[src/rtl/rlpe_pkg.sv]
// Shared types and constants for the RGB LED pulse encoder.
// No dependencies; compiled before every other file of the block.
`default_nettype none

package rlpe_pkg;

	localparam int COLOR_BITS   = 24;
	localparam int COLOR_IN_W   = 24;
	localparam int BITS_LEFT_W  = $clog2(COLOR_BITS + 1);
	localparam int PULSE_W      = 15;
	localparam int TICKS_W      = 16;
	localparam int CFG_IDX_W    = 3;
	localparam int CFG_DATA_W   = 16;

	localparam logic [PULSE_W-1:0] ZERO_HIGH_RST = PULSE_W'(8);
	localparam logic [PULSE_W-1:0] ZERO_LOW_RST  = PULSE_W'(17);
	localparam logic [PULSE_W-1:0] ONE_HIGH_RST  = PULSE_W'(16);
	localparam logic [PULSE_W-1:0] ONE_LOW_RST   = PULSE_W'(9);
	localparam logic [TICKS_W-1:0] LATCH_RST     = TICKS_W'(6000);

	typedef enum logic [CFG_IDX_W-1:0] {
		REG_ZERO_HIGH = 3'd0,
		REG_ZERO_LOW  = 3'd1,
		REG_ONE_HIGH  = 3'd2,
		REG_ONE_LOW   = 3'd3,
		REG_LATCH     = 3'd4
	} cfg_reg_t;

	typedef enum logic [3:0] {
		PH_IDLE  = 4'b0001,
		PH_HIGH  = 4'b0010,
		PH_LOW   = 4'b0100,
		PH_LATCH = 4'b1000
	} phase_t;

	typedef enum logic {
		CMD_TICK = 1'b0,
		CMD_LOAD = 1'b1
	} command_t;

	typedef struct packed {
		logic [PULSE_W-1:0] zero_high_ticks;
		logic [PULSE_W-1:0] zero_low_ticks;
		logic [PULSE_W-1:0] one_high_ticks;
		logic [PULSE_W-1:0] one_low_ticks;
		logic [TICKS_W-1:0] latch_ticks;
	} timing_cfg_t;

endpackage

`default_nettype wire

[src/rtl/rlpe_if.sv]
// Valid/ready channel interfaces for command beats and result beats.
// Depends on rlpe_pkg for field widths.
`default_nettype none

interface rlpe_cmd_if;
	logic                              valid;
	logic                              ready;
	logic                              command;
	logic [rlpe_pkg::COLOR_IN_W-1:0]   color;

	modport source (output valid, output command, output color, input ready);
	modport sink   (input valid, input command, input color, output ready);
endinterface

interface rlpe_res_if;
	logic valid;
	logic ready;
	logic line_level;
	logic busy_res;
	logic frame_done;
	logic load_rejected;

	modport source (output valid, output line_level, output busy_res, output frame_done,
		output load_rejected, input ready);
	modport sink   (input valid, input line_level, input busy_res, input frame_done,
		input load_rejected, output ready);
endinterface

`default_nettype wire

[src/rtl/rgb_led_pulse_encoder.sv]
// RGB LED pulse encoder top level: timing registers and encoder datapath.
// Pipeline: an accepted command beat is held in the input register, then its result beat in the result register.
// Throughput: one command beat per cycle; a stalled result holds the input stage.
// Reset: arst_n clears to idle with no result beat valid and default timing registers.
// Depends on rlpe_pkg, rlpe_if.sv, rlpe_cfg_regs and rlpe_core.
`default_nettype none

module rgb_led_pulse_encoder (
	input  logic                             clk,
	input  logic                             arst_n,
	rlpe_cmd_if.sink                         cmd,
	rlpe_res_if.source                       res,
	input  logic                             cfg_we,
	input  logic [rlpe_pkg::CFG_IDX_W-1:0]   cfg_index,
	input  logic [rlpe_pkg::CFG_DATA_W-1:0]  cfg_wdata
);
	import rlpe_pkg::*;

	timing_cfg_t timing;

	rlpe_cfg_regs u_cfg (
		.clk       (clk),
		.arst_n    (arst_n),
		.cfg_we    (cfg_we),
		.cfg_index (cfg_index),
		.cfg_wdata (cfg_wdata),
		.timing    (timing)
	);

	rlpe_core u_core (
		.clk    (clk),
		.arst_n (arst_n),
		.timing (timing),
		.cmd    (cmd),
		.res    (res)
	);

endmodule

`default_nettype wire

[src/rtl/rlpe_cfg_regs.sv]
// Timing register file of the pulse encoder, written through a plain write port.
// Depends on rlpe_pkg.
`default_nettype none

module rlpe_cfg_regs (
	input  logic                             clk,
	input  logic                             arst_n,
	input  logic                             cfg_we,
	input  logic [rlpe_pkg::CFG_IDX_W-1:0]   cfg_index,
	input  logic [rlpe_pkg::CFG_DATA_W-1:0]  cfg_wdata,
	output rlpe_pkg::timing_cfg_t            timing
);
	import rlpe_pkg::*;

	timing_cfg_t timing_q;

	always_ff @(posedge clk or negedge arst_n) begin
		if (!arst_n) begin
			timing_q.zero_high_ticks <= ZERO_HIGH_RST;
			timing_q.zero_low_ticks  <= ZERO_LOW_RST;
			timing_q.one_high_ticks  <= ONE_HIGH_RST;
			timing_q.one_low_ticks   <= ONE_LOW_RST;
			timing_q.latch_ticks     <= LATCH_RST;
		end else if (cfg_we) begin
			case (cfg_index)
				REG_ZERO_HIGH: timing_q.zero_high_ticks <= cfg_wdata[PULSE_W-1:0];
				REG_ZERO_LOW:  timing_q.zero_low_ticks  <= cfg_wdata[PULSE_W-1:0];
				REG_ONE_HIGH:  timing_q.one_high_ticks  <= cfg_wdata[PULSE_W-1:0];
				REG_ONE_LOW:   timing_q.one_low_ticks   <= cfg_wdata[PULSE_W-1:0];
				REG_LATCH:     timing_q.latch_ticks     <= cfg_wdata[TICKS_W-1:0];
				default: ;
			endcase
		end
	end

	assign timing = timing_q;

endmodule

`default_nettype wire

[src/rtl/rlpe_core.sv]
// Encoder datapath: input register, line-coding state update, result register.
// Depends on rlpe_pkg and the channel interfaces in rlpe_if.sv.
`default_nettype none

module rlpe_core (
	input  logic                   clk,
	input  logic                   arst_n,
	input  rlpe_pkg::timing_cfg_t  timing,
	rlpe_cmd_if.sink               cmd,
	rlpe_res_if.source             res
);
	import rlpe_pkg::*;

	function automatic logic [TICKS_W-1:0] min_one(input logic [TICKS_W-1:0] v);
		min_one = (v == '0) ? TICKS_W'(1) : v;
	endfunction

	logic                    valid_s1;
	logic                    command_s1;
	logic [COLOR_IN_W-1:0]   color_s1;
	logic                    advance_s1;

	phase_t                  phase_q, phase_n;
	logic [TICKS_W-1:0]      ticks_q, ticks_n;
	logic [BITS_LEFT_W-1:0]  bits_q, bits_n;
	logic [COLOR_BITS-1:0]   shift_q, shift_n, load_word, next_word;

	logic level, done, rejected;

	logic out_valid_q, level_q, busy_q, done_q, rejected_q;

	assign advance_s1 = valid_s1 && (!out_valid_q || res.ready);
	assign cmd.ready  = !valid_s1 || advance_s1;

	always_ff @(posedge clk or negedge arst_n) begin
		if (!arst_n) begin
			valid_s1 <= 1'b0;
		end else if (cmd.ready) begin
			valid_s1 <= cmd.valid;
		end
	end

	always_ff @(posedge clk) begin
		if (cmd.valid && cmd.ready) begin
			command_s1 <= cmd.command;
			color_s1   <= cmd.color;
		end
	end

	assign load_word = COLOR_BITS'(color_s1);
	assign next_word = shift_q << 1;

	always_comb begin
		phase_n  = phase_q;
		ticks_n  = ticks_q;
		bits_n   = bits_q;
		shift_n  = shift_q;
		level    = (phase_q == PH_HIGH);
		done     = 1'b0;
		rejected = 1'b0;
		if (command_s1 == CMD_LOAD) begin
			if (phase_q != PH_IDLE) begin
				rejected = 1'b1;
			end else begin
				shift_n = load_word;
				bits_n  = BITS_LEFT_W'(COLOR_BITS);
				phase_n = PH_HIGH;
				ticks_n = min_one(load_word[COLOR_BITS-1]
					? TICKS_W'(timing.one_high_ticks) : TICKS_W'(timing.zero_high_ticks));
			end
		end else if (phase_q != PH_IDLE) begin
			if (ticks_q > TICKS_W'(1)) begin
				ticks_n = ticks_q - TICKS_W'(1);
			end else begin
				case (phase_q)
					PH_HIGH: begin
						phase_n = PH_LOW;
						ticks_n = min_one(shift_q[COLOR_BITS-1]
							? TICKS_W'(timing.one_low_ticks)
							: TICKS_W'(timing.zero_low_ticks));
					end
					PH_LOW: begin
						if (bits_q > BITS_LEFT_W'(1)) begin
							bits_n  = bits_q - BITS_LEFT_W'(1);
							shift_n = next_word;
							phase_n = PH_HIGH;
							ticks_n = min_one(next_word[COLOR_BITS-1]
								? TICKS_W'(timing.one_high_ticks)
								: TICKS_W'(timing.zero_high_ticks));
						end else begin
							bits_n  = '0;
							shift_n = '0;
							phase_n = PH_LATCH;
							ticks_n = min_one(timing.latch_ticks);
						end
					end
					default: begin
						phase_n = PH_IDLE;
						ticks_n = '0;
						done    = 1'b1;
					end
				endcase
			end
		end
	end

	always_ff @(posedge clk or negedge arst_n) begin
		if (!arst_n) begin
			phase_q <= PH_IDLE;
			ticks_q <= '0;
			bits_q  <= '0;
			shift_q <= '0;
		end else if (advance_s1) begin
			phase_q <= phase_n;
			ticks_q <= ticks_n;
			bits_q  <= bits_n;
			shift_q <= shift_n;
		end
	end

	always_ff @(posedge clk or negedge arst_n) begin
		if (!arst_n) begin
			out_valid_q <= 1'b0;
		end else if (advance_s1) begin
			out_valid_q <= 1'b1;
		end else if (res.ready) begin
			out_valid_q <= 1'b0;
		end
	end

	always_ff @(posedge clk) begin
		if (advance_s1) begin
			level_q    <= level;
			busy_q     <= (phase_n != PH_IDLE);
			done_q     <= done;
			rejected_q <= rejected;
		end
	end

	assign res.valid         = out_valid_q;
	assign res.line_level    = level_q;
	assign res.busy_res      = busy_q;
	assign res.frame_done    = done_q;
	assign res.load_rejected = rejected_q;

	a_idle_clean: assert property (@(posedge clk) disable iff (!arst_n)
		phase_q == PH_IDLE |-> bits_q == '0 && ticks_q == '0)
		else $error("idle phase with leftover counters");

	a_pulse_counts: assert property (@(posedge clk) disable iff (!arst_n)
		(phase_q == PH_HIGH || phase_q == PH_LOW) |-> bits_q != '0 && ticks_q != '0)
		else $error("pulse phase with empty counters");

	a_done_not_busy: assert property (@(posedge clk) disable iff (!arst_n)
		res.valid && res.frame_done |-> !res.busy_res && !res.load_rejected)
		else $error("frame done beat still busy");

	a_reject_busy: assert property (@(posedge clk) disable iff (!arst_n)
		res.valid && res.load_rejected |-> res.busy_res)
		else $error("load rejected while idle");

endmodule

`default_nettype wire
[src/flat_wrapper.sv]
// flat-port wrapper written by rule: the top's interface ports become plain ports
module rgb_led_pulse_encoder_flat import rlpe_pkg::*;
  (clk, arst_n, cfg_we, cfg_index, cfg_wdata, cmd_valid, cmd_command, cmd_color, cmd_ready, res_valid, res_line_level, res_busy_res, res_frame_done, res_load_rejected, res_ready);
  rlpe_cmd_if cmd_i ();
  rlpe_res_if res_i ();
  input  logic clk;
  input  logic arst_n;
  input  logic cfg_we;
  input  logic [rlpe_pkg::CFG_IDX_W-1:0] cfg_index;
  input  logic [rlpe_pkg::CFG_DATA_W-1:0] cfg_wdata;
  input wire logic [$bits(cmd_i.valid)-1:0] cmd_valid;
  input wire logic [$bits(cmd_i.command)-1:0] cmd_command;
  input wire logic [$bits(cmd_i.color)-1:0] cmd_color;
  output wire logic [$bits(cmd_i.ready)-1:0] cmd_ready;
  output wire logic [$bits(res_i.valid)-1:0] res_valid;
  output wire logic [$bits(res_i.line_level)-1:0] res_line_level;
  output wire logic [$bits(res_i.busy_res)-1:0] res_busy_res;
  output wire logic [$bits(res_i.frame_done)-1:0] res_frame_done;
  output wire logic [$bits(res_i.load_rejected)-1:0] res_load_rejected;
  input wire logic [$bits(res_i.ready)-1:0] res_ready;
  assign cmd_i.valid = cmd_valid;
  assign cmd_i.command = cmd_command;
  assign cmd_i.color = cmd_color;
  assign cmd_ready = cmd_i.ready;
  assign res_valid = res_i.valid;
  assign res_line_level = res_i.line_level;
  assign res_busy_res = res_i.busy_res;
  assign res_frame_done = res_i.frame_done;
  assign res_load_rejected = res_i.load_rejected;
  assign res_i.ready = res_ready;
  rgb_led_pulse_encoder u_core (.clk(clk), .arst_n(arst_n), .cmd(cmd_i), .res(res_i), .cfg_we(cfg_we), .cfg_index(cfg_index), .cfg_wdata(cfg_wdata));
endmodule
[config.mk]
export PLATFORM = sky130hd
export DESIGN_NAME = rgb_led_pulse_encoder_flat
export DESIGN_NICKNAME = d
export VERILOG_FILES = /design/src/rtl/rlpe_pkg.sv /design/src/rtl/rlpe_if.sv /design/src/rtl/rgb_led_pulse_encoder.sv /design/src/rtl/rlpe_cfg_regs.sv /design/src/rtl/rlpe_core.sv /design/src/flat_wrapper.sv
export SDC_FILE = /design/constraint.sdc
export NUM_CORES = 1
export LEC_CHECK = 0
export ABC_AREA = 0
export BUFFER_PORTS_ARGS = -buffer_cell sky130_fd_sc_hd__buf_4
export CORE_MARGIN = 3
export CORE_UTILIZATION = 55
export CTS_CLUSTER_DIAMETER = 120
export DETAILED_ROUTE_END_ITERATION = 7
export PLACE_DENSITY = 0.75
export SYNTH_ARGS = -nofsm -noshare
export SYNTH_HDL_FRONTEND = slang
export SYNTH_SLANG_ARGS = --single-unit
[constraint.sdc]
create_clock -name clk -period 2.4 [get_ports clk]
set_input_delay 0.48 -clock clk [delete_from_list [all_inputs] [get_ports clk]]
set_output_delay 0.48 -clock clk [all_outputs]
set_load 0.005 [all_outputs]
==> results.tsv, run 1 <==
metric	value	unit
share of post-route cells with drive strength above 1	0.319	
type of the most critical hold path	in -> async	
Die H	126	um
remaining antenna violation count after routing	0	
startpoint of the most critical register-to-register path	u_core.u_cfg.timing[11]	
# Post-CTS Setup Buffers	0	
logic depth of the worst register-to-register path	6	
Synthesis Warnings	0	
ratio of final minimum period to clock period	0.937	
CP Launch Type	flop	
GR Overflow Total	0	
initial standard-cell utilization of the core	0.565	
Final Setup Violations	0	
capturing element type of the critical path	flop	
clock tree from TritonCTS	built	
area of the die	0.0158	mm2
setup repair after global routing missed its margin	no	
data arrival time of the critical path	2.56	ns
number of I/O pins	55	
overall die width	126	um
PostCTS Resize Cnt	0	
CP Data Required Time	2.71	ns
placeable core region	0.0139	mm2
mean instance size in the synthesized netlist	10.9	um2
outcome	completed	
Pre-Repair DR Iteration Count	6	
minimum clock period	2.25	ns
number of antenna violations at the first check in global routing	0	
PD cells	945	mW/mm2
most common flop cell mapped by yosys	dfrtp_1	
longest individual stage delay on the worst path	0.48	ns
clock buffer depth	2	
Ant. Diodes	0	
FMAX	0.445	GHz
Final Hold Fails	0	
clock net sink count	156	
max-slew headroom at the worst pin	0.440	
number of library cell types mapped by synthesis	71	
critical-path cell with the highest stage delay	nor4_1	
leakage power total	3.83	nW
Worst IR Drop VDD	0.906	mV
worst-case register-to-register setup slack	0.15	ns
Syn Nets	775	
share of synthesized area occupied by flip-flops and latches	0.516	
number of enable-type register cells in the synthesized netlist	29	
Cell Area, Synth	0.00788	mm2
final count of pins violating max slew	0	
DR vias	6166	
cell row count	43	
vias in the first global route	6148	
Post-Synthesis Cells	722	
Worst Hold Margin	0.0530	ns
Critical Setup Path Class	reg -> reg	
MaxCap Viol Count	0	
net total in the final layout	851	
worst path cell trace	nor4_1, nand4_1, and3_1, a222oi_1, o21a_1, a21oi_1	
post-DR wirelength/cell	20.4	um
highest fanout seen on the critical path	7	
slew at the pin closest to its max-slew limit	0.836	ns
clock network latency to the later pin of the worst-skew pair	0.43	ns
most common library cell in the layout ignoring fill and taps	dfrtp_1	
global-route usage over all layers	0.266	
fraction of registers with async set or reset after synthesis	0.814	
WL final	20300	um
area grow syn2layout	18.5	%
DRC	0	
wire length of the first global-routing pass	33300	um
Initial DRC Count	880	
weighted congestion reported at the end of routability-driven placement	0.994	
aggregate negative setup slack	0	ns
clock slew at the register clock pins of the worst setup and hold paths	0.07	ns
Clk Tree Root Cell	clkbuf_16	
hold-fix buffers at CTS	0	
H-tree Lvls	4	
total of buffers placed on input and output ports	54	
synthesis-stage register bit count	156	
number of clock buffers inserted by TritonCTS	17	
post-detail-place hpwl	14500	um
leading cell types in the layout, fill and taps excluded	dfrtp_1, mux2_2, buf_4, nand2_1	
maximum number of pins on one net before global-route repair	41	
worst reg2reg path endpoint	u_core.u_core.ticks_q[14]	
routed via count divided by cell count	6.22	
Worst Skew	0.00721	ns
-- routing by layer --
metal  GRT usage  part of all wire  vias to the layer above  wire length [um]
li1            -                 -                     2807                 -
met1       0.383              0.44                     3034              9000
met2       0.411              0.47                      288              9460
met3      0.0547             0.068                       37              1380
met4      0.0829             0.021                        0               419
met5           0                 0                        -                 0
-- sequential cells by signal, summed over array words and instances (netlist names), 4 cells and up --
| signal | count |
|---|---|
| u_core.u_core.shift_q | 24 |
| u_core.u_core.color_s1 | 24 |
| u_core.u_core.phase_q | 4 |
| u_core.u_cfg.timing | 76 |
| u_core.u_core.ticks_q | 16 |
| u_core.u_core.bits_q | 5 |
-- synth_stat cells (8+ instances only) --
cell      number  area share
dfrtp_1      113        0.36
mux2_2        98        0.14
nand2_1       75       0.036
nor2_1        51       0.024
o21ai_0       51       0.032
a21oi_1       39       0.025
edfxtp_1      29        0.11
clkbuf_1      26       0.012
mux2i_1       25       0.032
nor3_1        25       0.016
nand3_1       19       0.012
dfstp_2       14       0.047
a31oi_1        8      0.0064
nor4_1         8      0.0064
-- through the flow --
step	area [um2]	cells	power (mW)	worst slack (ns)	util
final	9340	991	8.82	0.151	0.670
after global routing	9340	991	9.26	0.0111	0.670
after CTS	9340	991	8.82	0.141	0.670
after detailed placement	8710	959	5.94	0.190	0.625
after global placement	8710	959	5.84	0.262	0.625
after floorplan	7880	722	5.09	0.133	-
-- worst max path at each step --
stage                                    startpoint                   endpoint  slack, ns  cells past startpoint
final                       u_core.u_cfg.timing[11]  u_core.u_core.ticks_q[14]       0.15                      6
after global routing      u_core.u_core.ticks_q[10]   u_core.u_core.shift_q[7]       0.01                      6
after CTS                 u_core.u_core.ticks_q[10]   u_core.u_core.shift_q[7]       0.14                      6
after detailed placement    u_core.u_cfg.timing[11]  u_core.u_core.ticks_q[14]       0.19                      6
after global placement    u_core.u_core.shift_q[22]   u_core.u_core.ticks_q[0]       0.26                      6
after floorplan            u_core.u_core.ticks_q[0]   u_core.u_core.phase_q[2]       0.13                      8
-- power breakdown --
group / leakage, nW / switching, mW / total, mW / internal, mW
Sequential: 1.80 / 0.599 / 3.89 / 3.29
Combinational: 1.72 / 1.08 / 2.10 / 1.01
Clock: 0.311 / 1.19 / 2.83 / 1.64
Total: 3.83 / 2.87 / 8.82 / 5.95
-- worst max-delay path, delay by kind of cell (launching register included) --
kind / cells / cell delay [ns]
simple gates: 3 / 0.99
flops: 1 / 0.39
compound gates: 3 / 0.75
-- area by class of cell --
class | count | area [um2]
Fill cell | 1040 | 4600
Inverter | 8 | 30.0
Sequential cell | 156 | 4070
Clock inverter | 14 | 175
Timing Repair Buffer | 97 | 753
Clock buffer | 18 | 450
Multi-Input combinational cell | 518 | 3640
Tap cell | 180 | 225
-- cell families after synthesis --
logic type | count (synthesis) | synth area share
DFF | 156 | 0.516
xor gates and xnor gates | 10 | 0.0111
and+or+nand+nor | 233 | 0.153
buffers and inverters | 48 | 0.0256
AOI/OAI and AO/OA | 148 | 0.116
muxes | 123 | 0.172
adders and majority gates | 4 | 0.00635
Note: power is estimated with default switching activity, not from simulation.
==> run 2, diff against run 1 <==
--- a/config.mk
+++ b/config.mk
@@ -8,10 +8,10 @@
 export ABC_AREA = 0
 export BUFFER_PORTS_ARGS = -buffer_cell sky130_fd_sc_hd__buf_4
 export CORE_MARGIN = 3
-export CORE_UTILIZATION = 55
+export CORE_UTILIZATION = 60
 export CTS_CLUSTER_DIAMETER = 120
 export DETAILED_ROUTE_END_ITERATION = 7
-export PLACE_DENSITY = 0.75
+export PLACE_DENSITY = 0.77
 export SYNTH_ARGS = -nofsm -noshare
 export SYNTH_HDL_FRONTEND = slang
 export SYNTH_SLANG_ARGS = --single-unit
==> constraint.sdc (replaced) <==
create_clock -name clk -period 2.2 [get_ports clk]
set_input_delay 0.44 -clock clk [delete_from_list [all_inputs] [get_ports clk]]
set_output_delay 0.44 -clock clk [all_outputs]
set_load 0.005 [all_outputs]
==> run 2 against run 1 <==
Compared with the run above: clock skew increased by 0.0024 ns; critical endpoint is now u_core.u_core.ticks_q[7]; register-to-register slack got worse by 0.08 ns; flip-flop and latch count unchanged; sequential power increased by 8.5%; largest power group unchanged.
==> results.tsv, run 2 (synthesis results as in run 1) <==
metric	value	unit
cell family with the largest share of critical-path delay	simple AND/OR/NAND/NOR gates	
leakage power total	3.93	nW
overall die width	121	um
placeable core region	0.0127	mm2
Die H	121	um
non-filler cells, final	1010	
Critical Setup Path Class	reg -> reg	
Final Setup Violations	0	
cell row count	41	
flip-flop count of the largest register, all copies and words added	76	
Clk Tree Root Cell	clkbuf_16	
PD cells	998	mW/mm2
leading cell types in the layout, fill and taps excluded	buf_4, dfrtp_1, mux2_2, nand2_1, o21ai_0	
CP Data Required Time	2.51	ns
most common library cell in the layout ignoring fill and taps	buf_4	
GR Overflow Total	0	
clock tree from TritonCTS	built	
net total in the final layout	878	
initial standard-cell utilization of the core	0.619	
maximum number of pins on one net before global-route repair	58	
outcome	completed	
max-slew headroom at the worst pin	0.614	
data arrival time of the critical path	2.45	ns
total stage count of the critical path	8	
Ant. Diodes	0	
Pre-Repair DR Iteration Count	5	
Worst IR Drop VDD	0.777	mV
highest fanout seen on the critical path	9	
ratio of final minimum period to clock period	0.970	
total of buffers placed on input and output ports	54	
number of inserted filler cells in the final layout	883	
DRC	0	
minimum clock period	2.13	ns
share of post-route cells with drive strength above 1	0.354	
worst path cell trace	nor4_4, buf_4, nand4_1, and3_4, buf_4, a211oi_1, o22ai_1, o221a_2	
longest individual stage delay on the worst path	0.41	ns
vias in the first global route	6235	
clock slew at the register clock pins of the worst setup and hold paths	0.07	ns
WL final	20900	um
CP Buf/Inv Count	2	
critical-path cell with the highest stage delay	dfrtp_1	
H-tree Lvls	4	
Hold Path Depth	1	
clock network latency to the later pin of the worst-skew pair	0.43	ns
FMAX	0.469	GHz
remaining antenna violation count after routing	0	
aggregate negative setup slack	0	ns
Final Hold Fails	0	
number of clock buffers inserted by TritonCTS	17	
post-DR wirelength/cell	20.7	um
CP Launch Type	flop	
clock buffer depth	2	
routed via count divided by cell count	6.23	
number of antenna violations at the first check in global routing	0	
most frequent cell on the critical path	buf_4	
slew at the pin closest to its max-slew limit	0.579	ns
wire length of the first global-routing pass	33700	um
global-route usage over all layers	0.300	
utilization of the core after routing	0.752	
area of the die	0.0145	mm2
clock net sink count	156	
logic depth of the worst register-to-register path	8	
setup repair after global routing missed its margin	yes	
capturing element type of the critical path	flop	
Initial DRC Count	674	
number of I/O pins	55	
DR vias	6292	
power consumption	9.55	mW
final count of pins violating max slew	0	
area grow syn2layout	21.4	%
type of the most critical hold path	in -> reg	
Worst Skew	0.00966	ns
post-detail-place hpwl	14900	um
# placed instances	974	
weighted congestion reported at the end of routability-driven placement	0.968	
MaxCap Viol Count	0	
run 2: cell count changes in the layout (fill, tap and decap cells not counted), moves of 3 or more:
cell    delta
buf_4     +25
inv_4      +3
inv_6      +3
inv_8      -3
nor4_1     -3
run 2: area by class of cell:
class,count,area (um2),share of cell area
clock buffers,19,433,0.0453
clock inverters,13,128,0.0133
inverters,8,30.0,0.00314
multi-input cells,518,3720,0.389
flip-flops and latches,156,4070,0.425
well taps,172,215,0.0225
repair buffers,124,971,0.102
run 2: path summary, 6_finish.rpt:
kind,start,end,slack (ns)
min in group asynchronous,arst_n,u_core.u_cfg.timing[11],0.51
worst min-delay path,cmd_color[16],u_core.u_core.color_s1[16],0.18
worst max-delay path,u_core.u_cfg.timing[15],u_core.u_core.ticks_q[7],0.07
worst max register to register,u_core.u_cfg.timing[15],u_core.u_core.ticks_q[7],0.07
worst min register to register,u_core.u_core.shift_q[19],u_core.u_core.shift_q[19],0.48
max in group asynchronous,arst_n,u_core.u_cfg.timing[46],1.01
run 2: what timing repair did:
item | CTS | global route
resized for setup | 4 | 16
hold buffers | 1 | 0
endpoints found under the hold margin | 26 | 0
endpoints found under the setup margin | 7 | 14
buffers inserted | 0 | 3
pin swaps | 1 | 6
run 2: power by group:
part           internal, mW  switching [mW]  total [mW]
registers              3.59           0.627        4.22
clock network          1.59            1.23        2.82
logic                  1.22            1.28        2.51
run 2: routing by layer:
metal  wire (um)  up-vias  part of all wire  track usage
met1        9030     3156              0.43        0.439
li1            -     2864                 -            -
met3        1530       27             0.073       0.0627
met4         370        0             0.018       0.0843
met5           0        -                 0            0
met2        9970      245              0.48        0.459
run 2: metrics by stage:
step / hold WS [ns] / worst slack (ns) / area [um2]
4_1_cts: 0.171 / 0.0115 / 9480
3_5_place_dp: 0.406 / -0.112 / 8890
2_1_floorplan: 0.144 / 0.0640 / 7890
5_1_grt: 0.166 / -0.0332 / 9560
3_3_place_gp: 0.400 / -0.0184 / 8890
6_report: 0.184 / 0.0667 / 9560
run 2: worst register-to-register path, stage by stage, from the launching register on:
cell      delay (ns)
dfrtp_1         0.41
nor4_4          0.32
buf_4           0.16
nand4_1         0.10
and3_4          0.25
buf_4           0.17
a211oi_1        0.25
o22ai_1         0.12
o221a_2         0.25
